File: config.mk
export PLATFORM = sky130hd
export DESIGN_NAME = radial_vignette_darken_flat
export DESIGN_NICKNAME = d
export VERILOG_FILES = /design/src/design/rvd_pkg.sv /design/src/design/rvd_pix_if.sv /design/src/design/rvd_res_if.sv /design/src/design/radial_vignette_darken.sv /design/src/design/rvd_iter_unit.sv /design/src/flat_wrapper.sv
export SDC_FILE = /design/constraint.sdc
export NUM_CORES = 2
export LEC_CHECK = 0
export BUFFER_PORTS_ARGS = -buffer_cell sky130_fd_sc_hd__buf_2
export CORE_MARGIN = 2
export CORE_UTILIZATION = 65
export DETAILED_ROUTE_END_ITERATION = 10
export GPL_ROUTABILITY_DRIVEN = 0
export GPL_TIMING_DRIVEN = 0
export HOLD_SLACK_MARGIN = 0.05
export PLACE_DENSITY = 0.9
export SYNTH_ARGS = -nofsm -noshare
export SYNTH_HDL_FRONTEND = slang
export SYNTH_SLANG_ARGS = --single-unit
File: constraint.sdc
create_clock -name clk -period 13.2 [get_ports clk]
set_clock_uncertainty 0.05 [all_clocks]
set_input_delay 1.98 -clock clk [delete_from_list [all_inputs] [get_ports clk]]
set_output_delay 1.98 -clock clk [all_outputs]
set_load 0.02 [all_outputs]
File: src/design/rvd_pkg.sv
// Shared types and constants for the radial vignette block.
`default_nettype none

package rvd_pkg;

  localparam int REG_W   = 13;   // config data width
  localparam int STR_W   = 13;   // strength width
  localparam int QW      = 13;   // quotient bits; |quotient| <= 4096
  localparam int AMT_W   = QW + 1;
  localparam int IDX_W   = 2;

  localparam logic [IDX_W-1:0] REG_ROWS     = 2'd0;
  localparam logic [IDX_W-1:0] REG_COLS     = 2'd1;
  localparam logic [IDX_W-1:0] REG_STRENGTH = 2'd2;

  localparam logic [REG_W-1:0] ROWS_RST = 13'd480;
  localparam logic [REG_W-1:0] COLS_RST = 13'd640;

  localparam logic signed [AMT_W-1:0] AMT_MAX = 14'sd4096;

  typedef enum logic [1:0] {
    OP_SQRT = 2'b01,
    OP_DIV  = 2'b10
  } op_t;

  typedef struct packed {
    logic start;
    op_t  op;
  } unit_cmd_t;

endpackage

`default_nettype wire

File: src/design/rvd_pix_if.sv
// Pixel request channel: three 8-bit channels with valid/ready.
`default_nettype none

interface rvd_pix_if;
  logic       valid;
  logic       ready;
  logic [7:0] chan0;
  logic [7:0] chan1;
  logic [7:0] chan2;

  modport source (output valid, output chan0, output chan1, output chan2, input ready);
  modport sink   (input valid, input chan0, input chan1, input chan2, output ready);
endinterface

`default_nettype wire

File: src/design/rvd_res_if.sv
// Result request channel: adjusted pixel and end-of-frame flag.
`default_nettype none

interface rvd_res_if;
  logic       valid;
  logic       ready;
  logic [7:0] res0;
  logic [7:0] res1;
  logic [7:0] res2;
  logic       frame_end;

  modport source (output valid, output res0, output res1, output res2, output frame_end,
                  input ready);
  modport sink   (input valid, input res0, input res1, input res2, input frame_end,
                  output ready);
endinterface

`default_nettype wire

File: src/design/radial_vignette_darken.sv
// Radial vignette: darkens pixels by strength*(d/dmax)^2 around the frame center.
//
//  channel  | dir | handshake          | payload
//  ---------+-----+--------------------+-------------------------------------
//  pixel    | in  | valid/ready        | chan0, chan1, chan2 (8 bits each)
//  result   | out | valid/ready        | res0, res1, res2 (8 bits), frame_end
//  cfg      | in  | cfg_we, no stall   | cfg_idx, cfg_data (13 bits)
//
// One pixel at a time: pixel.ready stays low from accept until the result is
// loaded. The shared sqrt/divide unit does the root and both divides, one root
// bit pair or one quotient bit per cycle. A 1x1 frame skips the math.
// After reset and after every rows/cols write the corner radius is recomputed
// on the same unit, with pixel.ready low.
// The result register holds a finished pixel while result.ready is low; the
// block then waits before loading the next one.
`default_nettype none

module radial_vignette_darken
  import rvd_pkg::*;
#(
  parameter int MAX_DIM = 4096
) (
  input  wire logic             clk,
  input  wire logic             rst,
  input  wire logic             cfg_we,
  input  wire logic [IDX_W-1:0] cfg_idx,
  input  wire logic [REG_W-1:0] cfg_data,
  rvd_pix_if.sink               pixel,
  rvd_res_if.source             result
);

  localparam int DIM_W   = $clog2(MAX_DIM + 1);
  localparam int OPW_RAW = (2 * DIM_W > QW + DIM_W + 1) ? 2 * DIM_W : QW + DIM_W + 1;
  localparam int OPW     = OPW_RAW + (OPW_RAW % 2);
  localparam int RES_W   = (OPW / 2 > QW) ? OPW / 2 : QW;
  localparam int MA_W    = (DIM_W + 1 > AMT_W) ? DIM_W + 1 : AMT_W;
  localparam int MB_W    = DIM_W + 1;
  localparam int P_W     = MA_W + MB_W;

  typedef enum logic [12:0] {
    S_RINIT  = 13'b1 << 0,
    S_IDLE   = 13'b1 << 1,
    S_SQR    = 13'b1 << 2,
    S_SQC    = 13'b1 << 3,
    S_ROOT   = 13'b1 << 4,
    S_RWAIT  = 13'b1 << 5,
    S_MUL1   = 13'b1 << 6,
    S_DIV1   = 13'b1 << 7,
    S_D1WAIT = 13'b1 << 8,
    S_MUL2   = 13'b1 << 9,
    S_DIV2   = 13'b1 << 10,
    S_D2WAIT = 13'b1 << 11,
    S_OUT    = 13'b1 << 12
  } state_t;

  // clamp a written size to 1..MAX_DIM
  function automatic logic [DIM_W-1:0] fit_dim(input logic [REG_W-1:0] v);
    logic [DIM_W-1:0] r;
    if (v == '0) begin
      r = DIM_W'(1);
    end else if ({19'd0, v} > 32'(MAX_DIM)) begin
      r = DIM_W'(MAX_DIM);
    end else begin
      r = DIM_W'(v);
    end
    return r;
  endfunction

  function automatic logic [7:0] clamp8(input logic [7:0] c,
                                        input logic signed [AMT_W-1:0] a);
    logic signed [AMT_W:0] v;
    logic [7:0]            r;
    v = $signed({{(AMT_W-7){1'b0}}, c}) - $signed({a[AMT_W-1], a});
    if (v < 0) begin
      r = 8'd0;
    end else if (v > $signed((AMT_W+1)'(255))) begin
      r = 8'd255;
    end else begin
      r = v[7:0];
    end
    return r;
  endfunction

  state_t state;

  // configuration and position state
  logic [DIM_W-1:0]        rows, cols;
  logic signed [STR_W-1:0] strength;
  logic [DIM_W-1:0]        row_pos, col_pos;
  logic [DIM_W-1:0]        corner_radius;
  logic                    rad_job;   // current root is the corner radius

  // per-pixel datapath
  logic signed [DIM_W:0]   dr, dc;
  logic [OPW-1:0]          sq;
  logic [DIM_W-1:0]        d;
  logic signed [P_W-1:0]   prod;
  logic                    neg;
  logic signed [AMT_W-1:0] tq;
  logic signed [AMT_W-1:0] amount;
  logic [7:0]              c0, c1, c2;
  logic                    fe;

  // result register
  logic                    out_valid;
  logic [7:0]              r0, r1, r2;
  logic                    rfe;

  // shared multiplier and iterative unit
  logic signed [MA_W-1:0]  ma;
  logic signed [MB_W-1:0]  mb;
  logic signed [P_W-1:0]   mprod;
  logic [P_W-1:0]          prod_mag;
  unit_cmd_t               cmd;
  logic [OPW-1:0]          operand;
  logic                    unit_done;
  logic [RES_W-1:0]        unit_res;
  logic [QW-1:0]           q;

  logic                    pix_acc;
  logic                    last_col, last_row;
  logic                    load_out;
  logic [DIM_W-1:0]        cr, cc;

  assign cr       = rows >> 1;
  assign cc       = cols >> 1;
  assign pix_acc  = pixel.valid && pixel.ready;
  assign last_col = ({1'b0, col_pos} + 1'b1) >= {1'b0, cols};
  assign last_row = ({1'b0, row_pos} + 1'b1) >= {1'b0, rows};
  assign load_out = (state == S_OUT) && (!out_valid || result.ready);
  assign q        = unit_res[QW-1:0];
  assign prod_mag = prod[P_W-1] ? P_W'(-prod) : P_W'(prod);

  always_comb begin
    case (state)
      S_SQR: begin
        ma = MA_W'(dr);
        mb = dr;
      end
      S_SQC: begin
        ma = MA_W'(dc);
        mb = dc;
      end
      S_MUL1: begin
        ma = MA_W'(strength);
        mb = $signed({1'b0, d});
      end
      S_MUL2: begin
        ma = MA_W'(tq);
        mb = $signed({1'b0, d});
      end
      default: begin
        ma = '0;
        mb = '0;
      end
    endcase
    mprod = ma * mb;
  end

  always_comb begin
    cmd.start = 1'b0;
    cmd.op    = OP_SQRT;
    operand   = sq;
    case (state)
      S_ROOT: begin
        cmd.start = 1'b1;
      end
      S_DIV1, S_DIV2: begin
        cmd.start = 1'b1;
        cmd.op    = OP_DIV;
        operand   = prod_mag[OPW-1:0];
      end
      default: begin
        cmd.start = 1'b0;
      end
    endcase
  end

  rvd_iter_unit #(
    .OPW   (OPW),
    .DIM_W (DIM_W),
    .RES_W (RES_W)
  ) u_unit (
    .clk     (clk),
    .rst     (rst),
    .cmd     (cmd),
    .operand (operand),
    .divisor (corner_radius),
    .done    (unit_done),
    .result  (unit_res)
  );

  // control: sequencer, config registers, positions, result valid
  always_ff @(posedge clk) begin
    if (rst) begin
      state         <= S_RINIT;
      rows          <= fit_dim(ROWS_RST);
      cols          <= fit_dim(COLS_RST);
      strength      <= '0;
      row_pos       <= '0;
      col_pos       <= '0;
      corner_radius <= '0;
      rad_job       <= 1'b0;
      out_valid     <= 1'b0;
    end else begin
      case (state)
        S_RINIT:  begin
          rad_job <= 1'b1;
          state   <= S_SQR;
        end
        S_IDLE:   begin
          if (pix_acc) begin
            // position update follows raster order, frame wraps to 0,0
            if (last_col) begin
              col_pos <= '0;
              row_pos <= last_row ? '0 : row_pos + 1'b1;
            end else begin
              col_pos <= col_pos + 1'b1;
            end
            state <= (corner_radius == '0) ? S_OUT : S_SQR;
          end
        end
        S_SQR:    state <= S_SQC;
        S_SQC:    state <= S_ROOT;
        S_ROOT:   state <= S_RWAIT;
        S_RWAIT:  begin
          if (unit_done) begin
            if (rad_job) begin
              corner_radius <= unit_res[DIM_W-1:0];
              rad_job       <= 1'b0;
              state         <= S_IDLE;
            end else begin
              state <= S_MUL1;
            end
          end
        end
        S_MUL1:   state <= S_DIV1;
        S_DIV1:   state <= S_D1WAIT;
        S_D1WAIT: if (unit_done) state <= S_MUL2;
        S_MUL2:   state <= S_DIV2;
        S_DIV2:   state <= S_D2WAIT;
        S_D2WAIT: if (unit_done) state <= S_OUT;
        S_OUT:    if (load_out) state <= S_IDLE;
        default:  state <= S_RINIT;
      endcase

      if (load_out) begin
        out_valid <= 1'b1;
      end else if (result.ready) begin
        out_valid <= 1'b0;
      end

      // a size write restarts the radius job and the raster position
      if (cfg_we) begin
        case (cfg_idx)
          REG_ROWS: begin
            rows    <= fit_dim(cfg_data);
            row_pos <= '0;
            col_pos <= '0;
            state   <= S_RINIT;
          end
          REG_COLS: begin
            cols    <= fit_dim(cfg_data);
            row_pos <= '0;
            col_pos <= '0;
            state   <= S_RINIT;
          end
          REG_STRENGTH: strength <= $signed(cfg_data[STR_W-1:0]);
          default: ;
        endcase
      end
    end
  end

  // datapath registers
  always_ff @(posedge clk) begin
    case (state)
      S_RINIT: begin
        dr <= $signed({1'b0, cr});
        dc <= $signed({1'b0, cc});
      end
      S_IDLE: begin
        if (pix_acc) begin
          c0     <= pixel.chan0;
          c1     <= pixel.chan1;
          c2     <= pixel.chan2;
          fe     <= last_col && last_row;
          dr     <= $signed({1'b0, row_pos}) - $signed({1'b0, cr});
          dc     <= $signed({1'b0, col_pos}) - $signed({1'b0, cc});
          amount <= '0;
        end
      end
      S_SQR:  sq <= mprod[OPW-1:0];
      S_SQC:  sq <= sq + mprod[OPW-1:0];
      S_RWAIT: if (unit_done) d <= unit_res[DIM_W-1:0];
      S_MUL1, S_MUL2: prod <= mprod;
      S_DIV1, S_DIV2: neg <= prod[P_W-1];
      S_D1WAIT: begin
        if (unit_done) begin
          tq <= neg ? -$signed({1'b0, q}) : $signed({1'b0, q});
        end
      end
      S_D2WAIT: begin
        if (unit_done) begin
          amount <= neg ? -$signed({1'b0, q}) : $signed({1'b0, q});
        end
      end
      default: ;
    endcase

    if (load_out) begin
      r0  <= clamp8(c0, amount);
      r1  <= clamp8(c1, amount);
      r2  <= clamp8(c2, amount);
      rfe <= fe;
    end
  end

  assign pixel.ready      = (state == S_IDLE);
  assign result.valid     = out_valid;
  assign result.res0      = r0;
  assign result.res1      = r1;
  assign result.res2      = r2;
  assign result.frame_end = rfe;

`ifndef SYNTHESIS
  a_one_at_a_time: assert property (@(posedge clk) disable iff (rst)
    pix_acc |=> !pixel.ready)
    else $error("pixel accepted while previous pixel in progress");

  a_amount_range: assert property (@(posedge clk) disable iff (rst)
    (state == S_OUT) |-> ((amount <= AMT_MAX) && (amount >= -AMT_MAX)))
    else $error("darkening amount outside strength range");

  a_pos_in_frame: assert property (@(posedge clk) disable iff (rst)
    (state == S_IDLE) |-> ((row_pos < rows) && (col_pos < cols)))
    else $error("raster position outside frame");

  a_result_source: assert property (@(posedge clk) disable iff (rst)
    $rose(out_valid) |-> $past(state == S_OUT))
    else $error("result raised outside output state");
`endif

endmodule

`default_nettype wire

File: src/design/rvd_iter_unit.sv
// Iterative square root / restoring divider around one shared subtractor.
`default_nettype none

module rvd_iter_unit
  import rvd_pkg::*;
#(
  parameter int OPW   = 28,   // operand width, even
  parameter int DIM_W = 13,   // divisor width
  parameter int RES_W = 14
) (
  input  wire logic             clk,
  input  wire logic             rst,
  input  wire unit_cmd_t        cmd,
  input  wire logic [OPW-1:0]   operand,
  input  wire logic [DIM_W-1:0] divisor,
  output logic                  done,
  output logic [RES_W-1:0]      result
);

  localparam int STEPS_MAX = (OPW / 2 > QW) ? OPW / 2 : QW;
  localparam int CNT_W     = $clog2(STEPS_MAX + 1);

  logic [OPW-1:0]   acc;    // sqrt: remainder; div: dividend low bits / quotient
  logic [OPW-1:0]   res;    // sqrt: root; div: partial remainder
  logic [OPW-1:0]   bitm;   // sqrt: current bit pair
  logic [DIM_W-1:0] dvs;
  logic [CNT_W-1:0] cnt;
  logic             busy;
  op_t              mode;

  logic [DIM_W:0]   cur;
  logic [OPW:0]     lhs;
  logic [OPW:0]     rhs;
  logic [OPW+1:0]   diff;
  logic             ge;

  always_comb begin
    cur = {res[DIM_W-1:0], acc[QW-1]};
    if (mode == OP_SQRT) begin
      lhs = {1'b0, acc};
      rhs = {1'b0, res} + {1'b0, bitm};
    end else begin
      lhs = (OPW+1)'(cur);
      rhs = (OPW+1)'(dvs);
    end
    diff = {1'b0, lhs} - {1'b0, rhs};
    ge   = ~diff[OPW+1];
  end

  always_ff @(posedge clk) begin
    if (rst) begin
      busy <= 1'b0;
      done <= 1'b0;
      cnt  <= '0;
      mode <= OP_SQRT;
    end else begin
      done <= 1'b0;
      if (cmd.start) begin
        busy <= 1'b1;
        mode <= cmd.op;
        cnt  <= (cmd.op == OP_SQRT) ? CNT_W'(OPW / 2) : CNT_W'(QW);
      end else if (busy) begin
        cnt <= cnt - 1'b1;
        if (cnt == CNT_W'(1)) begin
          busy <= 1'b0;
          done <= 1'b1;
        end
      end
    end
  end

  always_ff @(posedge clk) begin
    if (cmd.start) begin
      dvs <= divisor;
      acc <= operand;
      if (cmd.op == OP_SQRT) begin
        res  <= '0;
        bitm <= OPW'(1) << (OPW - 2);
      end else begin
        // quotient fits QW bits, so the high part is already below the divisor
        res <= OPW'(operand[QW +: DIM_W]);
      end
    end else if (busy) begin
      if (mode == OP_SQRT) begin
        if (ge) begin
          acc <= diff[OPW-1:0];
          res <= (res >> 1) + bitm;
        end else begin
          res <= res >> 1;
        end
        bitm <= bitm >> 2;
      end else begin
        res          <= ge ? OPW'(diff[DIM_W:0]) : OPW'(cur);
        acc[QW-1:0]  <= {acc[QW-2:0], ge};
      end
    end
  end

  assign result = (mode == OP_SQRT) ? res[RES_W-1:0] : RES_W'(acc[QW-1:0]);

endmodule

`default_nettype wire
File: src/flat_wrapper.sv
// flat-port wrapper written by rule: the top's interface ports become plain ports
module radial_vignette_darken_flat import rvd_pkg::*;
#(
  parameter int MAX_DIM = 4096
)
  (clk, rst, cfg_we, cfg_idx, cfg_data, pixel_valid, pixel_chan0, pixel_chan1, pixel_chan2, pixel_ready, result_valid, result_res0, result_res1, result_res2, result_frame_end, result_ready);
  rvd_pix_if pixel_i ();
  rvd_res_if result_i ();
  input  wire logic clk;
  input  wire logic rst;
  input  wire logic cfg_we;
  input  wire logic [IDX_W-1:0] cfg_idx;
  input  wire logic [REG_W-1:0] cfg_data;
  input wire logic [$bits(pixel_i.valid)-1:0] pixel_valid;
  input wire logic [$bits(pixel_i.chan0)-1:0] pixel_chan0;
  input wire logic [$bits(pixel_i.chan1)-1:0] pixel_chan1;
  input wire logic [$bits(pixel_i.chan2)-1:0] pixel_chan2;
  output wire logic [$bits(pixel_i.ready)-1:0] pixel_ready;
  output wire logic [$bits(result_i.valid)-1:0] result_valid;
  output wire logic [$bits(result_i.res0)-1:0] result_res0;
  output wire logic [$bits(result_i.res1)-1:0] result_res1;
  output wire logic [$bits(result_i.res2)-1:0] result_res2;
  output wire logic [$bits(result_i.frame_end)-1:0] result_frame_end;
  input wire logic [$bits(result_i.ready)-1:0] result_ready;
  assign pixel_i.valid = pixel_valid;
  assign pixel_i.chan0 = pixel_chan0;
  assign pixel_i.chan1 = pixel_chan1;
  assign pixel_i.chan2 = pixel_chan2;
  assign pixel_ready = pixel_i.ready;
  assign result_valid = result_i.valid;
  assign result_res0 = result_i.res0;
  assign result_res1 = result_i.res1;
  assign result_res2 = result_i.res2;
  assign result_frame_end = result_i.frame_end;
  assign result_i.ready = result_ready;
  radial_vignette_darken #(.MAX_DIM(MAX_DIM)) u_core (.clk(clk), .rst(rst), .cfg_we(cfg_we), .cfg_idx(cfg_idx), .cfg_data(cfg_data), .pixel(pixel_i), .result(result_i));
endmodule
==> After elaboration in Yosys (flattened, before gate mapping) <==
Cells that the tools add are included.
{ "totals": {"ff_bits": 374, "inputBits": 44} }
{ "classes": {"addsub": 16, "multipliers": 1, "n_lt_le_gt_ge": 9, "eq_ne": 24, "muxes": 70, "bitwise": 2, "n_reduce_logical": 33} }
{ "ops": {"columns": ["operator", "n"], "rows": [
  ["28-bit two-way mux", 14],
  ["13-bit two-way mux", 24],
  ["13-bit case mux with 13 select lines", 1],
  ["14-bit two-way mux", 6],
  ["14-bit case mux with 2 select lines", 3],
  ["14-bit case mux with 4 select lines", 1],
  ["28-bit case mux with 2 select lines", 1],
  ["15-bit by 9-bit greater-than comparator with 1-bit output (second input constant)", 3],
  ["15-bit by 1-bit < comparator with 1-bit output (second input constant)", 3],
  ["9-bit by 14-bit subtractor with 15-bit output", 3],
  ["14-bit case mux with 3 select lines", 1],
  ["29-bit by 29-bit subtractor with 30-bit output", 1],
  ["28-bit by 28-bit adder with 29-bit output", 1],
  ["29-bit two-way mux", 1],
  ["13-bit by 1-bit adder with 14-bit output (second input constant)", 2],
  ["27-bit by 28-bit adder with 28-bit output", 1],
  ["28-bit adder", 1],
  ["14-bit by 13-bit >= comparator with 1-bit output", 2],
  ["14-bit by 14-bit multiplier with 28-bit output", 1],
  ["28-bit negation", 1],
  ["13-bit by 12-bit subtractor with 14-bit output", 2],
  ["13-bit by 1-bit adder with 13-bit output (second input constant)", 2],
  ["13-bit logical NOT", 2],
  ["8-bit two-way mux", 3],
  ["other kinds (38)", 75]
]} }

==> Depth between registers and ports, before layout <==
{ "depth": {"ltp_word": 8, "mapped_depth": 42, "mapped_depth_nobuf": 40} }

==> Cells and area by module <==
A second synthesis with hierarchy kept.
{ "hier_totals": {"cells_unflattened": 3413, "area_unflattened_um2": 30965.9} }
{ "by_module_without_submodules": {"columns": ["mod", "n_inst", "cells_per_inst", "area_per_inst_um2"], "rows": [
  ["radial_vignette_darken", 1, 2486, 23109.7],
  ["rvd_iter_unit", 1, 927, 7856.3]
]} }

==> Worst setup path before layout <==
No wires, ideal clock.
{ "synth_path": {"path_type": "register -> register", "from": "register u_core.state[11]", "to": "register u_core.sq[26], data pin", "setup_time_ns": 0.260, "arrival_ns": 9.345, "required_time_ns": 12.890, "slack_ns": 3.545, "stages_incl_launch_ff": 36, "path_buffers": 1, "period_less_slack_ns": 9.655, "cell_sequence": "dfxtp_1 > nor4_1 > nand3_1 > nor3b_1 > or2_0 > clkbuf_1 > a21oi_1 > nor2_1 > fa_1 > ha_1 > fa_1 > inv_1 > fa_1 > inv_1 > fa_1 > inv_1 > fa_1 > inv_1 > ha_1 > a2111oi_2 > o21ai_1 > a31oi_2 > o21ai_1 > or2_2 > a21oi_1 > xnor2_1 > ha_1 > a21o_1 > a21o_1 > a21o_2 > a21o_1 > a221oi_4 > o2111ai_4 > o31ai_4 > xnor2_1 > mux2_4"} }
{ "synth_between": {"elab_chain_len": 6} }
{ "synth_lines": {"columns": ["item", "line", "rtl"], "rows": [
  ["start: declaration", "radial_vignette_darken.sv:84", "state_t state;"],
  ["start signal: assignment", "radial_vignette_darken.sv:220", "state <= (corner_radius == '0) ? S_OUT : S_SQR;"],
  ["13-bit by 7-bit == test with 1-bit output or 13-bit by 10-bit == test with 1-bit output (tied branches)", "radial_vignette_darken.sv:135", "case (state)"],
  ["2-bit OR reduction (no line)", null, null],
  ["14-bit case mux with 3 select lines", "radial_vignette_darken.sv:135", null],
  ["14-bit by 14-bit multiplier with 28-bit output *", "radial_vignette_darken.sv:157", "mprod = ma * mb;"],
  ["named net u_core.mprod[16]", "radial_vignette_darken.sv:112", "logic signed [P_W-1:0] mprod;"],
  ["28-bit adder *", "radial_vignette_darken.sv:294", "S_SQC: sq <= sq + mprod[OPW-1:0];"],
  ["28-bit case mux with 2 select lines *", "radial_vignette_darken.sv:277", "case (state)"],
  ["end signal: assignment", "radial_vignette_darken.sv:293", "S_SQR: sq <= mprod[OPW-1:0];"],
  ["end signal: assignment", "radial_vignette_darken.sv:294", null],
  ["end: declaration", "radial_vignette_darken.sv:95", "logic [OPW-1:0] sq;"]
]} }
The timed path passes the listed nets; every way through them passes the cells marked *.
A chain may end at the register's enable or synchronous reset.

==> Worst setup path in the final report <==
{ "layout_path": {"from": "register u_core.state[12]", "to": "register u_core.sq[27], data pin"} }
Same word-level chain as after synthesis.

==> results.yml <==
logic_synthesis:
  syn_area_mm2: 0.03052
  async_flop_share_pct: 0
  avgSynthCellArea_um2: 9.239
  synth_seq_cells: 360
  synth_warnings: 0
  ys.flop_type: "edfxtp_1"
  synth_edf_count: 259
  syn_inst: 3303
  yosysSeqAreaShare_pct: 32.11
  synthesis.nets: 3784
  ys_types: 103
power_and_ir_drop:
  p_per_area_mw_per_mm2: 77.60
  clkPwrFrac_pct: 45.8
  p_leak_nw: 14.05
  p_int_mw: 1.951
  seqPwrFrac_pct: 48.5
  combPwrFrac_pct: 5.7
  sw_frac_of_total_pct: 23.96
  ir_drop_mv: 0.1022
  switchingPower_uw: 614.7
sta:
  hold_viol: 0
  rsz0062_at_grt: "no"
  finalMaxSlewViolations: 28
  final.period_utilization_pct: 87.45
  period_minus_slack_ps: 11540
  worst_slew_pin_slew_ps: 1611
  setup_violations: 0
  setup_slack_ps: 1657
  fmax_mhz: 86.63
  fin_setup_tns_ps: 0
  relSlewSlack_pct: -7.427
routing:
  drc: 0
  vias: 25932
  wire_per_inst_um: 20.91
  drt_iter0_drc: 3165
  drtAntennaViolNets: 0
  via_per_inst: 6.389
  routed_wl_um: 84860
  first_pass_iters: 7
worst_setup_path:
  worst_setup_path_start_kind: "flip-flop"
  critPathArrivalTime_ps: 11800
  crit_family: "compound AO/OA/AOI/OAI gates"
  slowest_stage: "a221oi_1"
  worst_setup_path_end_kind: "flip-flop"
  critical_path.max_fanout: 10
  critPathKind: "flip-flop to flip-flop"
  worstPathRequired_ps: 13460
  critPathBufInv: 8
  cpPeakStageDelay_ps: 1200
global_routing:
  grt_pass1_vias: 25494
  grt_max_degree: 38
  grt_overflow: 0
  grtUsageTotal_pct: 35.49
  antenna_found_initial: 0
  grt_pass1_wl_um: 134000
die:
  top_level_ports: 71
  design.core.area_mm2: 0.04646
  die_y_um: 220.7
  start_util_pct: 65.69
  fp-row-count: 79
  die_w_um: 220.7
  die_area_mm2: 0.04870
place:
  pre_cts_ws_ps: 2153
  dp_hpwl_um: 64350
  portBuffers: 69
  dpl_cell_area_mm2: 0.03169
final_layout:
  drive_gt1_share_pct: 6.952
  final_common_cell: "nand2_1"
  syn_to_final_growth_pct: 8.319
  nNetsFinal: 3901
  diodes: 0
  fin_util_pct: 71.16
  fin_area_mm2: 0.03306
  nFillCells: 3275
  layout_common_cells: "nand2_1, inv_1, nor2_1, edfxtp_1, ha_1"
cts:
  cts_buffers: 40
  cts_root_buf: "clkbuf_16"
  htreeDepth: 2
  cts_tree: "built"
  clk_pin_slew_ps: 60
  clk_latency_ps: 600
  post-cts-setup-buffer-count: 0
  clockBufferDepth: 3
  numClockSinks: 360
  hold_buffers: 0
  cts-resized-gates: 0
worst_hold_path:
  hold_class: "flip-flop to flip-flop"
job:
  cap_violations: 0
run_status:
  failed_checks: "slew limit"
  status: "finished, violations left"
power by group through the flow:
| stage | sequential (mW) | clock (mW) | combinational, mW |
|---|---|---|---|
| 2_1_floorplan | 1.26 | 0 | 0.0948 |
| 3_5_place_dp | 1.27 | 0 | 0.138 |
| 6_report | 1.25 | 1.17 | 0.145 |
| 3_3_place_gp | 1.27 | 0 | 0.134 |
| 4_1_cts | 1.24 | 1.17 | 0.140 |
| 5_1_grt | 1.25 | 1.21 | 0.157 |
logic make-up after synthesis:
| group | count (synthesis) | synth area share, % |
|---|---|---|
| muxes | 17 | 0.5904 |
| adders and majority gates | 437 | 22.89 |
| and+or+nand+nor | 1042 | 15.89 |
| buffers and inverters | 472 | 5.969 |
| DFF | 360 | 32.11 |
| AOI/OAI and AO/OA | 762 | 16.44 |
| xor gates and xnor gates | 213 | 6.113 |
per-stage QoR:
step,hold WS (ps),total power [mW],cells
finish,375.3,2.565,4059
global route,389.7,2.616,4059
CTS,376.7,2.556,4057
detailed placement,376.2,1.406,3983
global placement,354.2,1.402,3979
floorplan,350.3,1.354,3303
area by class of cell:
cell class                      instances  area, µm²  area share (%)
Multi-Input combinational cell       2471      18920           57.22
Sequential cell                       360       9799           29.64
Inverter                              350       1314           3.974
Buffer                                122      510.5           1.544
Clock buffer                           53       1142           3.456
Timing Repair Buffer                   75      401.6           1.215
Clock inverter                         21      214.0          0.6472
Tap cell                              607      759.5           2.298
cell usage after synthesis (all sizes together) (44+ instances only):
library cell    n  share of area (%)
a21o           68                1.7
a21oi         221                3.6
and2           44               0.90
clkbuf         90                1.1
dfxtp         101                6.6
edfxtp        259                 25
fa            202                 13
ha            235                9.6
inv           349                4.3
nand2         398                4.9
nor2          314                3.9
o21ai         169                2.8
xnor2         136                3.9
xor2           77                2.2
per-layer routing:
layer  vias up  GRT usage (%)  wire length, µm
li1      11605              -                -
met5         -              0                0
met3       402          9.416            11020
met2      1744          56.91            38720
met4         0          17.60             4870
met1     12181          44.56            30240
worst paths after layout:
check	slack, ps	from	cells past startpoint	end
setup / recovery	1660	u_core.state[12]	41	u_core.sq[27]
hold / removal	380	u_core.fe	0	u_core.result.frame_end
setup reg to reg	1660	u_core.state[12]	41	u_core.sq[27]
hold reg to reg	380	u_core.fe	0	u_core.result.frame_end
worst reg2reg max path, delay by kind of cell (launching register included):
kind	cells	cell delay [ps]
simple gates	8	1570
flops	1	520
fa+ha+maj	8	3950
buf+inv	8	670
xor+xnor	2	490
compound gates	15	4040
state kept, by name (all words and copies together), names as in the netlist, 13 cells and up:
register,count
u_core.amount,14
u_core.u_unit.res,28
u_core.col_pos,13
u_core.strength,13
u_core.dc,14
u_core.sq,28
u_core.u_unit.dvs,13
u_core.dr,14
u_core.d,13
u_core.state,13
u_core.row_pos,13
u_core.rows,13
u_core.u_unit.acc,28
u_core.cols,13
u_core.prod,28
u_core.corner_radius,13
u_core.u_unit.bitm,14
u_core.tq,14
No activity file was read; power rests on OpenSTA's default activity.
